[config.mk]
export PLATFORM = sky130hd
export DESIGN_NAME = fccm_ctrl
export DESIGN_NICKNAME = d
export VERILOG_FILES = /design/src/sv/fccm_pkg.sv /design/src/sv/fccm_ctrl.sv
export SDC_FILE = /design/constraint.sdc
export NUM_CORES = 1
export LEC_CHECK = 0
export BUFFER_PORTS_ARGS = -buffer_cell sky130_fd_sc_hd__clkbuf_2
export CORE_ASPECT_RATIO = 0.6
export CORE_MARGIN = 2
export CORE_UTILIZATION = 55
export CTS_BUF_LIST = sky130_fd_sc_hd__clkbuf_16
export CTS_CLUSTER_SIZE = 16
export DETAILED_ROUTE_END_ITERATION = 10
export GPL_ROUTABILITY_DRIVEN = 0
export PLACE_DENSITY = 0.79
export SKIP_LAST_GASP = 1
export SYNTH_ARGS = -nofsm -noshare
export SYNTH_HDL_FRONTEND = slang
export SYNTH_SLANG_ARGS = --single-unit
[constraint.sdc]
create_clock -name i_clk -period 4.8 [get_ports i_clk]
set_clock_uncertainty 0.05 [all_clocks]
set_input_delay 0.72 -clock i_clk [delete_from_list [all_inputs] [get_ports i_clk]]
set_output_delay 0.72 -clock i_clk [all_outputs]
set_load 0.02 [all_outputs]
[src/sv/fccm_pkg.sv]
// Shared widths, codes and controller/datapath command types for the FAT chain manager.
`default_nettype none

package fccm_pkg;

    localparam int IDX_W   = 10;
    localparam int ENT_W   = 11;
    localparam int CMD_W   = 3;
    localparam int STAT_W  = 2;
    localparam int PADDR_W = 2;
    localparam int PDATA_W = 32;

    localparam logic [ENT_W-1:0] END_MARK  = 11'h7FF;
    localparam logic [IDX_W-1:0] FSC_RESET = 10'd4;

    localparam logic [PADDR_W-1:0] ADDR_FSC = 2'd0;

    localparam logic [CMD_W-1:0] CMD_NEW    = 3'd0;
    localparam logic [CMD_W-1:0] CMD_EXTEND = 3'd1;
    localparam logic [CMD_W-1:0] CMD_FIND   = 3'd2;
    localparam logic [CMD_W-1:0] CMD_WRITE  = 3'd3;
    localparam logic [CMD_W-1:0] CMD_READ   = 3'd4;

    localparam logic [STAT_W-1:0] ST_OK     = 2'd0;
    localparam logic [STAT_W-1:0] ST_NOFREE = 2'd1;
    localparam logic [STAT_W-1:0] ST_LONG   = 2'd2;

    typedef enum logic [4:0] {
        OP_NONE,
        OP_LOAD,
        OP_CLEAR,
        OP_SCAN,
        OP_NEW_MARK,
        OP_NEW_FAIL,
        OP_LINK,
        OP_EXT_MARK,
        OP_EXT_DONE,
        OP_EXT_OOB,
        OP_WALK_INIT,
        OP_WALK_STEP,
        OP_WALK_FIN,
        OP_WALK_OOB,
        OP_WR,
        OP_RD_ISSUE,
        OP_RD_FIN,
        OP_ZERO
    } t_dp_op;

    typedef struct packed {
        t_dp_op op;
        logic   load_out;
    } t_dp_cmd;

    typedef struct packed {
        logic clr_last;
        logic hit;
        logic exhausted;
        logic cl_oob;
        logic cnt_done;
        logic walk_stop;
    } t_dp_stat;

endpackage

`default_nettype wire

[src/sv/fccm_ctrl.sv]
// Command sequencer of the FAT chain manager: clear pass, scans, walks and response hand-off.
`default_nettype none

module fccm_ctrl import fccm_pkg::*; (
    input  logic             i_clk,
    input  logic             i_rst_n,
    input  logic             i_in_valid,
    input  logic [CMD_W-1:0] i_in_cmd,
    output logic             o_in_ready,
    input  logic             i_out_ready,
    output logic             o_out_valid,
    input  t_dp_stat         i_stat,
    output t_dp_cmd          o_cmd
);

    typedef enum logic [11:0] {
        S_CLEAR    = 12'b0000_0000_0001,
        S_IDLE     = 12'b0000_0000_0010,
        S_NEW      = 12'b0000_0000_0100,
        S_EXT      = 12'b0000_0000_1000,
        S_EXT_MARK = 12'b0000_0001_0000,
        S_WALK0    = 12'b0000_0010_0000,
        S_WALK     = 12'b0000_0100_0000,
        S_WR       = 12'b0000_1000_0000,
        S_RD       = 12'b0001_0000_0000,
        S_RD_DATA  = 12'b0010_0000_0000,
        S_ZERO     = 12'b0100_0000_0000,
        S_RESP     = 12'b1000_0000_0000
    } t_state;

    t_state r_state, n_state;
    logic   r_out_valid, n_out_valid;

    assign o_in_ready  = r_state == S_IDLE;
    assign o_out_valid = r_out_valid;

    always_comb begin
        n_state        = r_state;
        n_out_valid    = r_out_valid && !i_out_ready;
        o_cmd.op       = OP_NONE;
        o_cmd.load_out = 1'b0;
        case (r_state)
            S_CLEAR: begin
                o_cmd.op = OP_CLEAR;
                if (i_stat.clr_last) begin
                    n_state = S_IDLE;
                end
            end
            S_IDLE: begin
                if (i_in_valid) begin
                    o_cmd.op = OP_LOAD;
                    case (i_in_cmd)
                        CMD_NEW:    n_state = S_NEW;
                        CMD_EXTEND: n_state = S_EXT;
                        CMD_FIND:   n_state = S_WALK0;
                        CMD_WRITE:  n_state = S_WR;
                        CMD_READ:   n_state = S_RD;
                        default:    n_state = S_ZERO;
                    endcase
                end
            end
            S_NEW: begin
                if (i_stat.hit) begin
                    o_cmd.op = OP_NEW_MARK;
                    n_state  = S_RESP;
                end else if (i_stat.exhausted) begin
                    o_cmd.op = OP_NEW_FAIL;
                    n_state  = S_RESP;
                end else begin
                    o_cmd.op = OP_SCAN;
                end
            end
            S_EXT: begin
                if (i_stat.cl_oob) begin
                    o_cmd.op = OP_EXT_OOB;
                    n_state  = S_RESP;
                end else if (i_stat.cnt_done) begin
                    o_cmd.op = OP_EXT_DONE;
                    n_state  = S_RESP;
                end else if (i_stat.hit) begin
                    o_cmd.op = OP_LINK;
                    n_state  = S_EXT_MARK;
                end else if (i_stat.exhausted) begin
                    o_cmd.op = OP_EXT_DONE;
                    n_state  = S_RESP;
                end else begin
                    o_cmd.op = OP_SCAN;
                end
            end
            S_EXT_MARK: begin
                o_cmd.op = OP_EXT_MARK;
                n_state  = S_EXT;
            end
            S_WALK0: begin
                if (i_stat.cl_oob) begin
                    o_cmd.op = OP_WALK_OOB;
                    n_state  = S_RESP;
                end else begin
                    o_cmd.op = OP_WALK_INIT;
                    n_state  = S_WALK;
                end
            end
            S_WALK: begin
                if (i_stat.walk_stop) begin
                    o_cmd.op = OP_WALK_FIN;
                    n_state  = S_RESP;
                end else begin
                    o_cmd.op = OP_WALK_STEP;
                end
            end
            S_WR: begin
                o_cmd.op = OP_WR;
                n_state  = S_RESP;
            end
            S_RD: begin
                o_cmd.op = OP_RD_ISSUE;
                n_state  = S_RD_DATA;
            end
            S_RD_DATA: begin
                o_cmd.op = OP_RD_FIN;
                n_state  = S_RESP;
            end
            S_ZERO: begin
                o_cmd.op = OP_ZERO;
                n_state  = S_RESP;
            end
            S_RESP: begin
                // hold until the output word slot frees up
                if (!r_out_valid || i_out_ready) begin
                    o_cmd.load_out = 1'b1;
                    n_out_valid    = 1'b1;
                    n_state        = S_IDLE;
                end
            end
            default: begin
                n_state = S_IDLE;
            end
        endcase
    end

    always_ff @(posedge i_clk) begin
        if (!i_rst_n) begin
            r_state     <= S_CLEAR;
            r_out_valid <= 1'b0;
        end else begin
            r_state     <= n_state;
            r_out_valid <= n_out_valid;
        end
    end

    a_accept_busy: assert property (@(posedge i_clk) disable iff (!i_rst_n)
        (i_in_valid && o_in_ready) |=> !o_in_ready)
        else $error("second word accepted while a command is in flight");

    a_resp_shows: assert property (@(posedge i_clk) disable iff (!i_rst_n)
        (r_state == S_RESP && (!r_out_valid || i_out_ready)) |=> o_out_valid)
        else $error("finished result not presented");

    a_resp_waits: assert property (@(posedge i_clk) disable iff (!i_rst_n)
        (r_state == S_RESP && r_out_valid && !i_out_ready) |=> (r_state == S_RESP))
        else $error("result dropped while output stalled");

endmodule

`default_nettype wire

# Word-level counts from Yosys, hierarchy flattened
# Index checks and enable logic that the tools add are counted.
[op_classes]
shift = 0
n_bitwise = 0
mul = 0
n_div = 0
n_reduce_logical = 7
addsub = 0
eq_ne = 20
order_cmp = 0
muxes = 26
[ops]
columns = ["op", "n"]
rows = [
  ["$mux W12", 10],
  ["$pmux W12 S10", 1],
  ["$pmux W11 S5", 1],
  ["$pmux W5 S11", 1],
  ["$mux W4", 4],
  ["$eq A12 B1 Y1 const B", 1],
  ["$eq A12 B10 Y1 const B", 1],
  ["$eq A12 B11 Y1 const B", 1],
  ["$eq A12 B12 Y1 const B", 1],
  ["$eq A12 B2 Y1 const B", 1],
  ["$eq A12 B3 Y1 const B", 1],
  ["$eq A12 B4 Y1 const B", 1],
  ["$eq A12 B5 Y1 const B", 1],
  ["$eq A12 B6 Y1 const B", 1],
  ["$eq A12 B7 Y1 const B", 1],
  ["$eq A12 B8 Y1 const B", 1],
  ["$eq A12 B9 Y1 const B", 1],
  ["$mux W3", 4],
  ["$ne A2 B2 Y1 const B", 4],
  ["$eq A3 B2 Y1 const B", 2],
  ["$mux W1", 5],
  ["$reduce_and A4 Y1", 1],
  ["$eq A3 B1 Y1 const B", 1],
  ["$eq A3 B3 Y1 const B", 1],
  ["other kinds (5)", 6],
]
[word_totals]
elab_cells = 55
out_inout_bits = 8
mem_bits_rw = 0
latchBits = 0
mem_count = 0
mem_bits_ro = 0
reg_bits = 13

# Logic depth before layout (Yosys ltp)
# Gate-level depths: netlist of run 1.
[depth]
depth_word = 5
ltp_mapped = 7

# Least setup slack after synthesis of run 1
# No wires, ideal clock.
[synth_path]
path_kind = "reg-to-output"
start = "register r_state[6]"
end = "output o_cmd[1] (netlist bit)"
setup_slack_ps = 2197
stages_incl_launch_ff = 8
arrival_ps = 1833
required_ps = 4030
cell_sequence = "dfxtp_1 -> buf_2 -> or4_4 -> buf_6 -> nor3_2 -> nand2_1 -> nand2_1 -> or3_1"
[synth_lines]
columns = ["item", "line", "source"]
rows = [
  ["start: declaration", "fccm_ctrl.sv:31", "t_state r_state, n_state;"],
  ["start signal: assignment", "fccm_ctrl.sv:146", "r_state <= n_state;"],
  ["end: declaration", "fccm_ctrl.sv:13", "output t_dp_cmd o_cmd"],
]

==> results.cfg, run 1 <==
[outcome]
status = finished clean

[timing]
timing.final.crit_share = 0.667
timing.final.hold_violations = 0
grt_setup_unrepaired = false
slew_headroom = 0.491
setup_violations = 0
worst_slew_pin_slew_ns = 0.757
fin_tns_setup_ns = 0
period_minus_slack_ns = 3.20
drv_slew = 0
max_freq_ghz = 0.312

[layout]
synthToLayoutAreaGrowth_pct = 10.5
layout_commonest_cell = clkbuf_2
mostFrequentLayoutCells = 20 x clkbuf_2, 17 x nor2_1, 16 x nand2_1, 13 x dfxtp_1, 10 x nor3_1
utilization = 0.631
layout.nets = 177
antenna_cells_inserted = 0
drive_above_1_share = 0.276
stdcell_area_um2 = 1340

[pwr]
power.share.clock = 0.488
power_leakage_nw = 0.521
comb_power_share = 0.163
p_switching_mw = 0.0885
p_per_area_nw_per_um2 = 246
total_power_mw = 0.330
irDropWorstVdd_uv = 225
pwr-share-seq = 0.350
p_int_mw = 0.242
switching_share = 0.268

[clock_tree]
numCtsBuffers = 3
htreeDepth = 1
clock_latency_ns = 0.24
cts_hold_buffers = 0
cts_resized = 0
root_buffer = clkbuf_16
clock_sinks = 13
cts_setup_buffers = 0
cts_tree = done
cts_buffer_depth = 2
clk_pin_slew_ns = 0.05

[routing]
dr.pass1.iters = 5
drt-total-wl_mm = 3.43
vias_per_cell = 6.74
antenna_left = 0
wl_per_cell_um = 17.8
post-route-drc-count = 0
drt_iter0_drc = 130
vias = 1301

[global_route]
grt_max_degree = 12
grt_pass1_vias = 1094
antenna_found_initial = 0
grt_pass1_wl_mm = 5.28
gr-total-overflow = 0
grtUsageTotal = 0.277

[logic_synthesis]
yosysWarnings = 0
syn_inst = 151
synth_area_um2 = 1220
synth_seq_cells = 13
ys.flop_type = dfxtp_1
syn-mean-instance-area_um2 = 8.05
synth.distinct_cells = 48
ys_seq_area_frac = 0.214
syn_nets = 164
synthArstFlopShare = 0
synth_edf_count = 0

[floorplan]
rows = 13
die_h_um = 40.4
die-area_um2 = 2620
ios = 21
core_area_um2 = 2130
die_w_um = 64.7
initial_core_util = 0.571

[setup_path]
worstPathArrival_ns = 2.43
crit_type = flop to output pin
cp-start-kind = flop
endpoint_kind = output pin
cp_max_fo = 11
required_ns = 4.03

[placement]
placed_cell_area_um2 = 1260
dpl.hpwl_mm = 2.57
portBuffers = 20

[hold_path]
hold_path_class = flop to flop

[flow_run]
maxCapViolations = 0
==> sequential cells by signal (all words and copies together) (netlist names) <==
register and cells:
r_state 12, o_out_valid 1
==> kinds of logic (layout without fill, tap and decap cells) <==
family | count (synthesis) | in the layout | share of synthesized area
buf+inv | 16 | 28 | 0.0864
compound gates | 29 | 29 | 0.191
mux | 1 | 1 | 0.00926
simple gates | 88 | 88 | 0.470
xor+xnor | 4 | 4 | 0.0288
flops | 13 | 13 | 0.214
==> cell usage after synthesis, types with 3 or more instances <==
library cell	number	area [um2]
a32oi_1	4	35.0
nand2_1	16	60.1
nor3_1	10	50.1
nand3_1	7	35.0
nor3_2	3	30.0
inv_1	4	15.0
nor3b_1	3	22.5
o21ai_0	4	20.0
xor2_1	3	26.3
buf_6	5	56.3
or3_1	3	18.8
nor4_1	4	25.0
buf_2	5	25.0
nor4b_1	3	26.3
a21oi_1	6	30.0
nor2_1	17	63.8
nor4_4	3	63.8
dfxtp_1	13	260
==> critical path, stage by stage (launching register included) <==
cell and delay (ns):
dfxtp_1 0.44, nor4_2 0.71, nand2_1 0.24, o41ai_1 0.45
or3_1 0.18, clkbuf_2 0.16
==> per-stage QoR <==
step,setup WS (ns),hold slack (ns),instances
final,1.60,0.630,193
after global placement,1.93,0.594,189
after CTS,1.70,0.625,193
after global routing,1.52,0.637,193
after floorplan,2.20,0.594,151
after detailed placement,1.97,0.613,189
==> power groups by stage <==
stage / combinational (mW) / clock (mW) / sequential (mW)
2_1_floorplan: 0.0404 / 0 / 0.114
3_3_place_gp: 0.0514 / 0 / 0.117
3_5_place_dp: 0.0520 / 0 / 0.117
4_1_cts: 0.0526 / 0.161 / 0.115
5_1_grt: 0.0579 / 0.168 / 0.115
6_report: 0.0536 / 0.161 / 0.115
==> final timing paths <==
check | cells past startpoint | start | endpoint | slack (ns)
max | 5 | r_state[4] | o_cmd[1] | 1.60
min | 3 | o_out_valid | r_state[11] | 0.63
max reg2reg | 5 | r_state[6] | r_state[1] | 2.68
min reg2reg | 3 | o_out_valid | r_state[11] | 0.63
==> per-layer routing <==
layer / part of all wire / global-route usage / vias to the layer above
met5: 0 / 0 / -
met4: 0.0041 / 0.0319 / 0
met3: 0.14 / 0.0815 / 2
met2: 0.45 / 0.459 / 91
met1: 0.41 / 0.372 / 609
li1: - / - / 599
==> cell type report <==
class	count	area, um2
clock buffer	3	75.1
clock inverter	1	5.00
fill	192	787
inverter	4	15.0
multi-input combinational	122	851
sequential	13	260
tap	30	37.5
timing repair buffer	20	100
Note: power is estimated with default switching activity, not from simulation.
==> inputs of run 2 (changes only) <==
==> constraint.sdc (replaced) <==
create_clock -name i_clk -period 3.06 [get_ports i_clk]
set_clock_uncertainty 0.05 [all_clocks]
set_input_delay 0.459 -clock i_clk [delete_from_list [all_inputs] [get_ports i_clk]]
set_output_delay 0.459 -clock i_clk [all_outputs]
set_load 0.02 [all_outputs]
==> run 2 against run 1 <==
Against the previous run:
- total power is 55% higher
- largest cell class unchanged
- sequential power is 58% higher
- wire length is 4.9% lower
==> results.cfg, run 2 (synthesis results as in run 1) <==
[setup_path]
ff2ff_path_depth = 5
crit_family = simple AND/OR/NAND/NOR gates
crit_cells = 6
r2r-end = r_state[7]
cp_num_buf_inv = 1
worst_path_largest_cell_delay_ns = 0.70
endpoint_kind = output pin
cp-start-kind = flop
required_ns = 2.55
crit_type = flop to output pin
worstPathCellList = or4_1 > nor2_1 > nand4b_1 > o21ai_0 > or3_1 > clkbuf_2
reg2reg_slack_ns = 0.93
worstPathArrival_ns = 2.26
cpMaxStageDelayCell = or4_1
cp_max_fo = 6
r2r-start = r_state[8]

[timing]
worst_slew_pin_slew_ns = 0.838
drv_slew = 0
fin_tns_setup_ns = 0
slew_headroom = 0.433
timing.final.hold_violations = 0
setup_violations = 0
max_freq_ghz = 0.362
period_minus_slack_ns = 2.77
timing.final.crit_share = 0.904
grt_setup_unrepaired = false

[hold_path]
hold_path_end = r_state[8]
hold_path_class = primary input to flop
hold_depth = 2
min-delay-start = i_in_cmd[1]

[clock_tree]
cts_buffer_depth = 2
cts_hold_buffers = 0
htreeDepth = 1
cts_resized = 0
cts_setup_buffers = 0
clk_pin_slew_ns = 0.04
clock_latency_ns = 0.24
clock_sinks = 13
root_buffer = clkbuf_16
numCtsBuffers = 3
cts_tree = done

[pwr]
power_leakage_nw = 0.532
p_per_area_nw_per_um2 = 376
total_power_mw = 0.510
irDropWorstVdd_uv = 375

[layout]
utilization = 0.637
synthToLayoutAreaGrowth_pct = 11.6
layout_commonest_cell = clkbuf_2
largest_register_ffs = 12
drive_above_1_share = 0.279
layout.nets = 179
largest-register = r_state
antenna_cells_inserted = 0
mostFrequentLayoutCells = 20 x clkbuf_2, 17 x nor2_1, 16 x nand2_1, 13 x dfxtp_1, 10 x nor3_1

[global_route]
use_met3 = 0.0590
grtUsageTotal = 0.279
grt_max_degree = 12
grt-busiest-layer = met2
grt_pass1_vias = 1086
gr-total-overflow = 0
gr-usage-met1 = 0.383
grt_pass1_wl_mm = 5.30
use_met2 = 0.433
antenna_found_initial = 0

[routing]
vias = 1265
wl_per_cell_um = 16.7
dr.pass1.iters = 4
vias_per_cell = 6.49
drt_iter0_drc = 147
drt-total-wl_mm = 3.27
antenna_left = 0
post-route-drc-count = 0

[flow_run]
maxCapViolations = 0

[floorplan]
die_w_um = 64.7
core_area_um2 = 2130
die-area_um2 = 2620
ios = 21
rows = 13
die_h_um = 40.4
initial_core_util = 0.571

[placement]
portBuffers = 20
dpl.hpwl_mm = 2.53

[outcome]
status = finished clean
[run 2: cell types whose count changed in the layout (fill, tap and decap cells not counted)]
cell / before / now
inv_1: 4 / 5
buf_4: 0 / 2
clkinv_2: 1 / 0
[run 2: final cells by class]
| type | count | area (um2) |
|---|---|---|
| multi-input combinational | 122 | 851 |
| fill | 199 | 773 |
| sequential | 13 | 260 |
| timing repair buffer | 22 | 115 |
| clock buffer | 3 | 75.1 |
| tap | 30 | 37.5 |
| inverter | 4 | 15.0 |
| clock inverter | 1 | 3.75 |
[run 2: report_power, final]
part	total, mW	switching (mW)	leakage [nW]	internal [mW]
clock network	0.243	0.0708	0.0423	0.172
logic	0.0854	0.0520	0.384	0.0334
registers	0.182	0.00829	0.105	0.173
[run 2: layer usage]
metal  wire length (um)  part of all wire
met4                 39             0.012
met3                419              0.13
met5                  0                 0
met2               1370              0.42
met1               1440              0.44
[run 2: worst register-to-register path: cells and delay by family (launching register included)]
kind	cells	cell delay, ns
AND/OR/NAND/NOR	4	1.27
flip-flops	1	0.49
AO/OA/AOI/OAI	1	0.24
[run 2: worst max path at each step]
stage / from / endpoint / slack, ns
after floorplan: r_state[6] / o_cmd[1] / 0.72
after global placement: r_state[9] / o_cmd[1] / 0.64
after detailed placement: r_state[9] / o_cmd[1] / 0.59
after CTS: r_state[9] / o_cmd[1] / 0.33
after global routing: r_state[9] / o_cmd[1] / 0.13
final: r_state[9] / o_cmd[1] / 0.29
[run 2: metrics by stage]
stage	instances	cell area (um2)	setup slack (ns)	hold slack, ns
4_1_cts	195	1360	0.330	0.376
2_1_floorplan	151	1220	0.718	0.480
6_report	195	1360	0.295	0.377
5_1_grt	195	1360	0.130	0.390
3_3_place_gp	191	1280	0.636	0.592
3_5_place_dp	191	1280	0.591	0.593
